**config.mk**
```make
export PLATFORM = sky130hd
export DESIGN_NAME = key_frequency_min_max_tracker_unit
export DESIGN_NICKNAME = d
export VERILOG_FILES = /design/src/sv/kfmm_pkg.sv /design/src/sv/kfmm_cell.sv /design/src/sv/kfmm_head.sv /design/src/sv/key_frequency_min_max_tracker_unit.sv
export SDC_FILE = /design/constraint.sdc
export NUM_CORES = 2
export LEC_CHECK = 0
export BUFFER_PORTS_ARGS = -buffer_cell sky130_fd_sc_hd__buf_4
export CORE_MARGIN = 2
export CORE_UTILIZATION = 40
export DETAILED_ROUTE_END_ITERATION = 10
export PLACE_DENSITY_LB_ADDON = 0.08
export SLEW_MARGIN = 20
export SYNTH_ARGS = -nofsm -noshare
export SYNTH_HDL_FRONTEND = slang
export SYNTH_SLANG_ARGS = --single-unit
```
**constraint.sdc**
```tcl
create_clock -name clk -period 20.1 [get_ports clk]
set_clock_uncertainty 0.1 [all_clocks]
set_input_delay 5.025 -clock clk [delete_from_list [all_inputs] [get_ports clk]]
set_output_delay 5.025 -clock clk [all_outputs]
set_load 0.05 [all_outputs]
```
**src/sv/kfmm_pkg.sv**
```systemverilog
// Package for the key frequency min/max tracker.
// Holds parameter defaults, request codes, the sequencer state type and the
// control group passed from the sequencer to the ring head.
package kfmm_pkg;

  localparam int SLOTS_DEF      = 16;
  localparam int KEY_BITS_DEF   = 32;
  localparam int COUNT_BITS_DEF = 16;

  localparam logic OP_INC = 1'b0;
  localparam logic OP_DEC = 1'b1;

  typedef enum logic [1:0] {
    ST_IDLE,
    ST_SCAN,
    ST_APPLY
  } kfmm_state_t;

  typedef struct packed {
    logic load;
    logic scan;
    logic apply;
  } kfmm_ctrl_t;

endpackage

```
**src/sv/kfmm_cell.sv**
```systemverilog
// One slot of the rotating table: key, count and occupied flag.
// Takes the entry of its neighbour on every shift; depends on kfmm_pkg for
// its parameter defaults and through the house import.
module kfmm_cell #(
  parameter int KEY_BITS   = kfmm_pkg::KEY_BITS_DEF,
  parameter int COUNT_BITS = kfmm_pkg::COUNT_BITS_DEF
) (
  input  logic                  clk,
  input  logic                  rst_n,
  input  logic                  shift,
  input  logic [KEY_BITS-1:0]   d_key,
  input  logic [COUNT_BITS-1:0] d_count,
  input  logic                  d_used,
  output logic [KEY_BITS-1:0]   q_key,
  output logic [COUNT_BITS-1:0] q_count,
  output logic                  q_used
);
  import kfmm_pkg::*;

  logic [KEY_BITS-1:0]   key_r;
  logic [COUNT_BITS-1:0] count_r;
  logic                  used_r;

  always_ff @(posedge clk) begin
    if (!rst_n) begin
      count_r <= '0;
      used_r  <= 1'b0;
    end else if (shift) begin
      count_r <= d_count;
      used_r  <= d_used;
    end
  end

  always_ff @(posedge clk) begin
    if (shift) begin
      key_r <= d_key;
    end
  end

  assign q_key   = key_r;
  assign q_count = count_r;
  assign q_used  = used_r;

endmodule

```
**src/sv/kfmm_head.sv**
```systemverilog
// Ring head: looks at the entry leaving slot 0, rewrites it and folds it
// into the request result. Scan pass finds a hit and a free slot; apply
// pass updates the table and tracks max/min. Depends on kfmm_pkg.
module kfmm_head #(
  parameter int KEY_BITS   = kfmm_pkg::KEY_BITS_DEF,
  parameter int COUNT_BITS = kfmm_pkg::COUNT_BITS_DEF
) (
  input  logic                  clk,
  input  logic                  rst_n,
  input  kfmm_pkg::kfmm_ctrl_t  ctrl,
  input  logic                  req_type,
  input  logic [KEY_BITS-1:0]   req_key,
  input  logic [KEY_BITS-1:0]   e_key,
  input  logic [COUNT_BITS-1:0] e_count,
  input  logic                  e_used,
  output logic [KEY_BITS-1:0]   w_key,
  output logic [COUNT_BITS-1:0] w_count,
  output logic                  w_used,
  output logic [COUNT_BITS-1:0] key_count,
  output logic [KEY_BITS-1:0]   max_key,
  output logic [COUNT_BITS-1:0] max_count,
  output logic [KEY_BITS-1:0]   min_key,
  output logic [COUNT_BITS-1:0] min_count,
  output logic                  is_empty,
  output logic                  dropped,
  output logic                  was_absent
);
  import kfmm_pkg::*;

  localparam logic [COUNT_BITS-1:0] COUNT_MAX = {COUNT_BITS{1'b1}};
  localparam logic [COUNT_BITS-1:0] COUNT_ONE = COUNT_BITS'(1);

  logic                  op_r;
  logic [KEY_BITS-1:0]   key_r;
  logic                  hit_r, hit_nxt;
  logic                  free_r, free_nxt;
  logic                  ins_r, ins_nxt;
  logic                  any_r, any_nxt;
  logic [COUNT_BITS-1:0] kc_r, kc_nxt;
  logic [KEY_BITS-1:0]   maxk_r, maxk_nxt;
  logic [COUNT_BITS-1:0] maxc_r, maxc_nxt;
  logic [KEY_BITS-1:0]   mink_r, mink_nxt;
  logic [COUNT_BITS-1:0] minc_r, minc_nxt;
  logic                  match;

  assign match = e_used && (e_key == key_r);

  always_comb begin
    w_key    = e_key;
    w_count  = e_count;
    w_used   = e_used;
    hit_nxt  = hit_r;
    free_nxt = free_r;
    ins_nxt  = ins_r;
    any_nxt  = any_r;
    kc_nxt   = kc_r;
    maxk_nxt = maxk_r;
    maxc_nxt = maxc_r;
    mink_nxt = mink_r;
    minc_nxt = minc_r;
    if (ctrl.scan) begin
      if (match) begin
        hit_nxt = 1'b1;
      end
      if (!e_used) begin
        free_nxt = 1'b1;
      end
    end
    if (ctrl.apply) begin
      case (op_r)
        OP_INC: begin
          if (match) begin
            if (e_count != COUNT_MAX) begin
              w_count = e_count + COUNT_ONE;
            end
            kc_nxt = w_count;
          end else if (!hit_r && !ins_r && !e_used) begin
            w_key   = key_r;
            w_count = COUNT_ONE;
            w_used  = 1'b1;
            ins_nxt = 1'b1;
            kc_nxt  = COUNT_ONE;
          end
        end
        OP_DEC: begin
          if (match) begin
            if (e_count <= COUNT_ONE) begin
              w_count = '0;
              w_used  = 1'b0;
            end else begin
              w_count = e_count - COUNT_ONE;
            end
            kc_nxt = w_count;
          end
        end
        default: begin
        end
      endcase
      if (w_used) begin
        if (!any_r) begin
          any_nxt  = 1'b1;
          maxk_nxt = w_key;
          maxc_nxt = w_count;
          mink_nxt = w_key;
          minc_nxt = w_count;
        end else begin
          if (w_count > maxc_r) begin
            maxk_nxt = w_key;
            maxc_nxt = w_count;
          end
          if (w_count < minc_r) begin
            mink_nxt = w_key;
            minc_nxt = w_count;
          end
        end
      end
    end
  end

  always_ff @(posedge clk) begin
    if (!rst_n) begin
      hit_r  <= 1'b0;
      free_r <= 1'b0;
      ins_r  <= 1'b0;
      any_r  <= 1'b0;
    end else if (ctrl.load) begin
      hit_r  <= 1'b0;
      free_r <= 1'b0;
      ins_r  <= 1'b0;
      any_r  <= 1'b0;
    end else begin
      hit_r  <= hit_nxt;
      free_r <= free_nxt;
      ins_r  <= ins_nxt;
      any_r  <= any_nxt;
    end
  end

  always_ff @(posedge clk) begin
    if (ctrl.load) begin
      op_r   <= req_type;
      key_r  <= req_key;
      kc_r   <= '0;
      maxk_r <= '0;
      maxc_r <= '0;
      mink_r <= '0;
      minc_r <= '0;
    end else begin
      kc_r   <= kc_nxt;
      maxk_r <= maxk_nxt;
      maxc_r <= maxc_nxt;
      mink_r <= mink_nxt;
      minc_r <= minc_nxt;
    end
  end

  assign key_count  = kc_r;
  assign max_key    = maxk_r;
  assign max_count  = maxc_r;
  assign min_key    = mink_r;
  assign min_count  = minc_r;
  assign is_empty   = !any_r;
  assign dropped    = (op_r == OP_INC) && !hit_r && !free_r;
  assign was_absent = (op_r == OP_DEC) && !hit_r;

endmodule

```
**src/sv/key_frequency_min_max_tracker_unit.sv**
```systemverilog
// Top level of the key frequency min/max tracker.
// Instantiates the ring of kfmm_cell slots, the kfmm_head and the sequencer;
// depends on kfmm_pkg.
//
// Usage:
//   Command channel: drive in_req_type and in_key with start high; the beat
//   is taken at an edge where busy is low. in_req_type OP_INC counts the key
//   up (inserting it into the lowest free slot), OP_DEC counts it down
//   (removing it at one).
//   Result channel: out_valid is high for exactly one cycle and carries
//   the key's new count, the max and min keys with their counts (lowest slot
//   on ties) and the empty, dropped and absent flags. The receiver cannot
//   stall; the beat is gone after that cycle.
//   Timing: the table rotates past a single compare/update head, once to
//   look the key up and once to apply the update and gather max/min. The
//   strobe is registered at the end of the apply pass; busy drops in the
//   strobe cycle, so a new request is taken only after the last one ends.
//   Reset: synchronous, active low; empties the table, clears busy and
//   out_valid. No clearing pass is needed.
module key_frequency_min_max_tracker_unit #(
  parameter int SLOTS      = kfmm_pkg::SLOTS_DEF,
  parameter int KEY_BITS   = kfmm_pkg::KEY_BITS_DEF,
  parameter int COUNT_BITS = kfmm_pkg::COUNT_BITS_DEF
) (
  input  logic                  clk,
  input  logic                  rst_n,
  input  logic                  start,
  output logic                  busy,
  input  logic                  in_req_type,
  input  logic [KEY_BITS-1:0]   in_key,
  output logic                  out_valid,
  output logic [COUNT_BITS-1:0] out_key_count,
  output logic [KEY_BITS-1:0]   out_max_key,
  output logic [COUNT_BITS-1:0] out_max_count,
  output logic [KEY_BITS-1:0]   out_min_key,
  output logic [COUNT_BITS-1:0] out_min_count,
  output logic                  out_is_empty,
  output logic                  out_dropped,
  output logic                  out_was_absent
);
  import kfmm_pkg::*;

  localparam int IDX_W = $clog2(SLOTS);
  localparam logic [IDX_W-1:0] POS_LAST = IDX_W'(SLOTS - 1);

  kfmm_state_t     state_r, state_nxt;
  logic [IDX_W-1:0] pos_r, pos_nxt;
  logic             valid_r, valid_nxt;
  logic             last;
  logic             shift;
  kfmm_ctrl_t       ctrl;

  logic [KEY_BITS-1:0]   d_key   [SLOTS];
  logic [COUNT_BITS-1:0] d_count [SLOTS];
  logic                  d_used  [SLOTS];
  logic [KEY_BITS-1:0]   q_key   [SLOTS];
  logic [COUNT_BITS-1:0] q_count [SLOTS];
  logic                  q_used  [SLOTS];

  assign last = (pos_r == POS_LAST);

  always_comb begin
    state_nxt = state_r;
    pos_nxt   = pos_r;
    case (state_r)
      ST_IDLE: begin
        pos_nxt = '0;
        if (start) begin
          state_nxt = ST_SCAN;
        end
      end
      ST_SCAN: begin
        pos_nxt = last ? '0 : pos_r + 1'b1;
        if (last) begin
          state_nxt = ST_APPLY;
        end
      end
      ST_APPLY: begin
        pos_nxt = last ? '0 : pos_r + 1'b1;
        if (last) begin
          state_nxt = ST_IDLE;
        end
      end
      default: begin
        state_nxt = ST_IDLE;
        pos_nxt   = '0;
      end
    endcase
  end

  always_comb begin
    busy       = 1'b1;
    ctrl.load  = 1'b0;
    ctrl.scan  = 1'b0;
    ctrl.apply = 1'b0;
    valid_nxt  = 1'b0;
    case (state_r)
      ST_IDLE: begin
        busy      = 1'b0;
        ctrl.load = start;
      end
      ST_SCAN: begin
        ctrl.scan = 1'b1;
      end
      ST_APPLY: begin
        ctrl.apply = 1'b1;
        valid_nxt  = last;
      end
      default: begin
      end
    endcase
  end

  assign shift = ctrl.scan || ctrl.apply;

  always_ff @(posedge clk) begin
    if (!rst_n) begin
      state_r <= ST_IDLE;
      pos_r   <= '0;
      valid_r <= 1'b0;
    end else begin
      state_r <= state_nxt;
      pos_r   <= pos_nxt;
      valid_r <= valid_nxt;
    end
  end

  generate
    for (genvar i = 0; i < SLOTS; i++) begin : g_cell
      if (i < SLOTS - 1) begin : g_link
        assign d_key[i]   = q_key[i+1];
        assign d_count[i] = q_count[i+1];
        assign d_used[i]  = q_used[i+1];
      end
      kfmm_cell #(
        .KEY_BITS   (KEY_BITS),
        .COUNT_BITS (COUNT_BITS)
      ) u_cell (
        .clk     (clk),
        .rst_n   (rst_n),
        .shift   (shift),
        .d_key   (d_key[i]),
        .d_count (d_count[i]),
        .d_used  (d_used[i]),
        .q_key   (q_key[i]),
        .q_count (q_count[i]),
        .q_used  (q_used[i])
      );
    end
  endgenerate

  kfmm_head #(
    .KEY_BITS   (KEY_BITS),
    .COUNT_BITS (COUNT_BITS)
  ) u_head (
    .clk        (clk),
    .rst_n      (rst_n),
    .ctrl       (ctrl),
    .req_type   (in_req_type),
    .req_key    (in_key),
    .e_key      (q_key[0]),
    .e_count    (q_count[0]),
    .e_used     (q_used[0]),
    .w_key      (d_key[SLOTS-1]),
    .w_count    (d_count[SLOTS-1]),
    .w_used     (d_used[SLOTS-1]),
    .key_count  (out_key_count),
    .max_key    (out_max_key),
    .max_count  (out_max_count),
    .min_key    (out_min_key),
    .min_count  (out_min_count),
    .is_empty   (out_is_empty),
    .dropped    (out_dropped),
    .was_absent (out_was_absent)
  );

  assign out_valid = valid_r;

  a_strobe_ends_busy: assert property (@(posedge clk) disable iff (!rst_n)
    $fell(busy) |-> out_valid)
    else $error("busy dropped without a result beat");

  a_no_accept_mid_work: assert property (@(posedge clk) disable iff (!rst_n)
    out_valid |-> $past(state_r == ST_APPLY))
    else $error("result beat not preceded by the apply pass");

  a_empty_zero: assert property (@(posedge clk) disable iff (!rst_n)
    (out_valid && out_is_empty) |-> (out_max_count == '0 && out_min_count == '0))
    else $error("empty table reported non-zero counts");

  a_min_le_max: assert property (@(posedge clk) disable iff (!rst_n)
    (out_valid && !out_is_empty) |-> (out_min_count <= out_max_count && out_min_count != '0))
    else $error("min count above max count or zero");

  a_flags_excl: assert property (@(posedge clk) disable iff (!rst_n)
    out_valid |-> !(out_dropped && out_was_absent))
    else $error("dropped and absent both set");

endmodule

```
==> impl_metrics.ini <==
[route]
m1WireLength_um = 33500
drc = 0
drt_first_pass_iters = 5
routed_wl_um = 73800
antenna_left = 0
highest_layer = met5
drt_iter0_markers = 1190
wl_met2_um = 34300
wl_per_cell_um = 19.8
vias = 18449
wl_met3_um = 4000
vias_per_cell = 4.95

[cells_and_area]
multi_input_area_um2 = 9410
fin_cells = 3724
drive_gt1_share_pct = 15.9
fill_cells = 7620
syn2layout_area_growth_pct = 16.1
num_antenna_cells = 0
register_area_um2 = 24300
layout.nets = 2573

[worst_setup_path]
cp-end-kind = primary output
cp-start-kind = register
required_ns = 14.98
crit_fanout = 22
crit_arrival_ns = 2.25
crit_type = reg -> out

[yosys]
yosys.area.top_type = edfxtp_1
synth_edf_count = 545
yosys_warnings = 0
yosys_register_bits = 940
synth.top_cells.by_area = edfxtp_1 (48%), dfxtp_1 (23%), mux2i_1 (9.0%)
avgSynthCellArea_um2 = 14.6
syn_nets = 2438
yosysTopAreaCellShare_pct = 47.6
seq_area_frac_synth_pct = 70.6
synthFlopType = edfxtp_1
netlist_area_um2 = 34400
synthArstFlopShare_pct = 0
synthCells = 2362
synth_cell_types = 61

[placed_design]
place_congestion = 0.809
port_buffers = 152
hpwl_um = 46100
placed_cells = 3540

[sta]
fin_crit_ns = 7.38
timing.slew.headroom_pct = 25.5
setup_viol = 0
setup-tns-final_ns = 0
finalHoldViolCount = 0
slew_viol_final = 0
final.period_utilization_pct = 36.7
rsz0062_at_grt = false
max_freq_mhz = 136
worstMarginPinSlew_ns = 1.12

[cts]
cts.repair.resized = 0
cts_sinks = 940
cts_tree = done
cts_hold_buffers = 0
htreeDepth = 3
cts_max_path_buffers = 3
post_cts_buffers = 0
cts_buffers = 98
clk_pin_slew_ns = 0.06
worstSkewPairLatency_ns = 0.66
root_buffer = clkbuf_16

[die]
core_um2 = 85100
initial_core_util_pct = 40.4
die_width_um = 297
dieArea_um2 = 88300
ioPinCount = 153
rows = 107
die_height_um = 297

[power_and_ir_drop]
leakage_nw = 13.8
ir_worst_vdd_mv = 0.164
power_density_nw_per_um2 = 157

[global_route]
grt_pass1_wl_um = 113000
antenna_found_initial = 1
grt.total_usage_pct = 16.4
grt_pass1_vias = 18321
grt_max_degree = 204
overflow = 0

[worst_hold_path]
min_path_type = reg -> reg

[run]
cap_violations = 0

[status]
status = complete, no violations
cell families after synthesis:
| logic type | share of synthesized area (%) |
|---|---|
| fa+ha+maj | 1.46 |
| compound gates | 6.28 |
| flops | 70.6 |
| simple gates | 8.21 |
| buf+inv | 2.20 |
| xor+xnor | 1.20 |
| mux | 10.1 |
metrics by stage:
| step | hold slack [ns] | setup WS [ns] | power [W] | instance area [um^2] | utilization (%) |
|---|---|---|---|---|---|
| final | 0.303 | 12.72 | 0.00626 | 39900 | 46.9 |
| after global routing | 0.306 | 12.65 | 0.00656 | 39900 | 46.9 |
| after CTS | 0.296 | 12.72 | 0.00636 | 39900 | 46.8 |
| after detailed placement | 0.305 | 12.63 | 0.00451 | 36600 | 43.0 |
| after global placement | 0.301 | 12.68 | 0.00448 | 36600 | 43.0 |
| after floorplan | 0.300 | 7.34 | 0.00436 | 34400 | - |
routing by layer:
metal	global-route usage (%)	vias to the layer above
met1	22.1	9077
met2	26.0	325
li1	-	8915
met5	0	-
met4	5.35	2
met3	4.14	130
worst max-delay path, stage by stage (launching register included):
cell and delay [ns]:
edfxtp_1 0.32, buf_4 0.29, clkinv_1 0.37, nor2_1 0.35, buf_4 0.26
state kept, by name, indices dropped and copies added (netlist names):
signal / cells
g_cell.u_cell.q_key: 512
g_cell.u_cell.q_used: 16
u_head.max_count: 16
g_cell.u_cell.q_count: 256
u_head.hit_r: 1
u_head.key_r: 32
pos_r: 4
u_head.any_r: 1
out_valid: 1
state_r: 2
u_head.min_count: 16
u_head.key_count: 16
u_head.op_r: 1
u_head.max_key: 32
u_head.min_key: 32
u_head.ins_r: 1
u_head.free_r: 1
final timing paths:
path / from / end / slack [ns] / cells after the start
setup / recovery: u_head.op_r$_DFFE_PP_ / out_was_absent / 12.72 / 4
hold reg to reg: g_cell[10].u_cell.q_key[30]$_DFFE_PN_ / g_cell[9].u_cell.q_key[30]$_DFFE_PN_ / 0.30 / 0
setup reg to reg: g_cell[0].u_cell.q_count[10]$_SDFFE_PN0N_ / u_head.min_key[6]$_SDFFE_PP0P_ / 13.86 / 17
hold / removal: g_cell[10].u_cell.q_key[30]$_DFFE_PN_ / g_cell[9].u_cell.q_key[30]$_DFFE_PN_ / 0.30 / 0
cell type report:
cell class              instances  area share [%]
flip-flops and latches        940            60.8
multi-input cells            1237            23.6
clock buffers                 142            7.06
well taps                    1144            3.59
repair buffers                177            3.46
clock inverters                41            1.09
inverters                      43           0.417
cell usage after synthesis, drive strengths merged, types with 4 or more instances:
master,count
edfxtp,545
dfxtp,395
mux2i,310
nor2b,261
clkbuf,107
nor2,94
a21oi,90
a211oi,71
o21ai,58
inv,41
ha,40
xor2,40
nand2,36
buf,35
mux2,32
nand3,31
nand4,19
o31ai,17
nor3,16
nor4,16
o211ai,11
o22ai,11
o221ai,9
a31oi,7
or3,7
xnor2,7
a21o,6
and3,6
o211a,6
and2,4
layout by cell type, fill, tap and decap left out, types with 5 or more instances in the layout:
master     count
a211oi_1      38
a211oi_2      33
a21o_1         6
a21oi_1       88
a31oi_1        7
and3_1         6
buf_4        170
buf_6          5
bufinv_16      6
clkbuf_1      26
clkbuf_16    100
clkbuf_8      16
clkinv_1      15
clkinv_2      13
dfxtp_1      395
edfxtp_1     545
ha_1          39
inv_1         40
mux2_2        32
mux2i_1      310
nand2_1       35
nand3_1       31
nand4_1       19
nor2_1        93
nor2b_1      261
nor3_1        14
nor4_1        13
o211a_1        5
o211ai_1      11
o21ai_0       56
o221ai_1       9
o22ai_1       11
o31ai_1       10
o31ai_2        7
or3_1          6
xnor2_1        7
xor2_1        40
report_power, final:
group | internal, W | switching, W
Combinational | 0.000378 | 0.000890
Clock | 0.00106 | 0.000748
Sequential | 0.00296 | 0.000230
Total | 0.00439 | 0.00187
Note: power is estimated with default switching activity, not from simulation.
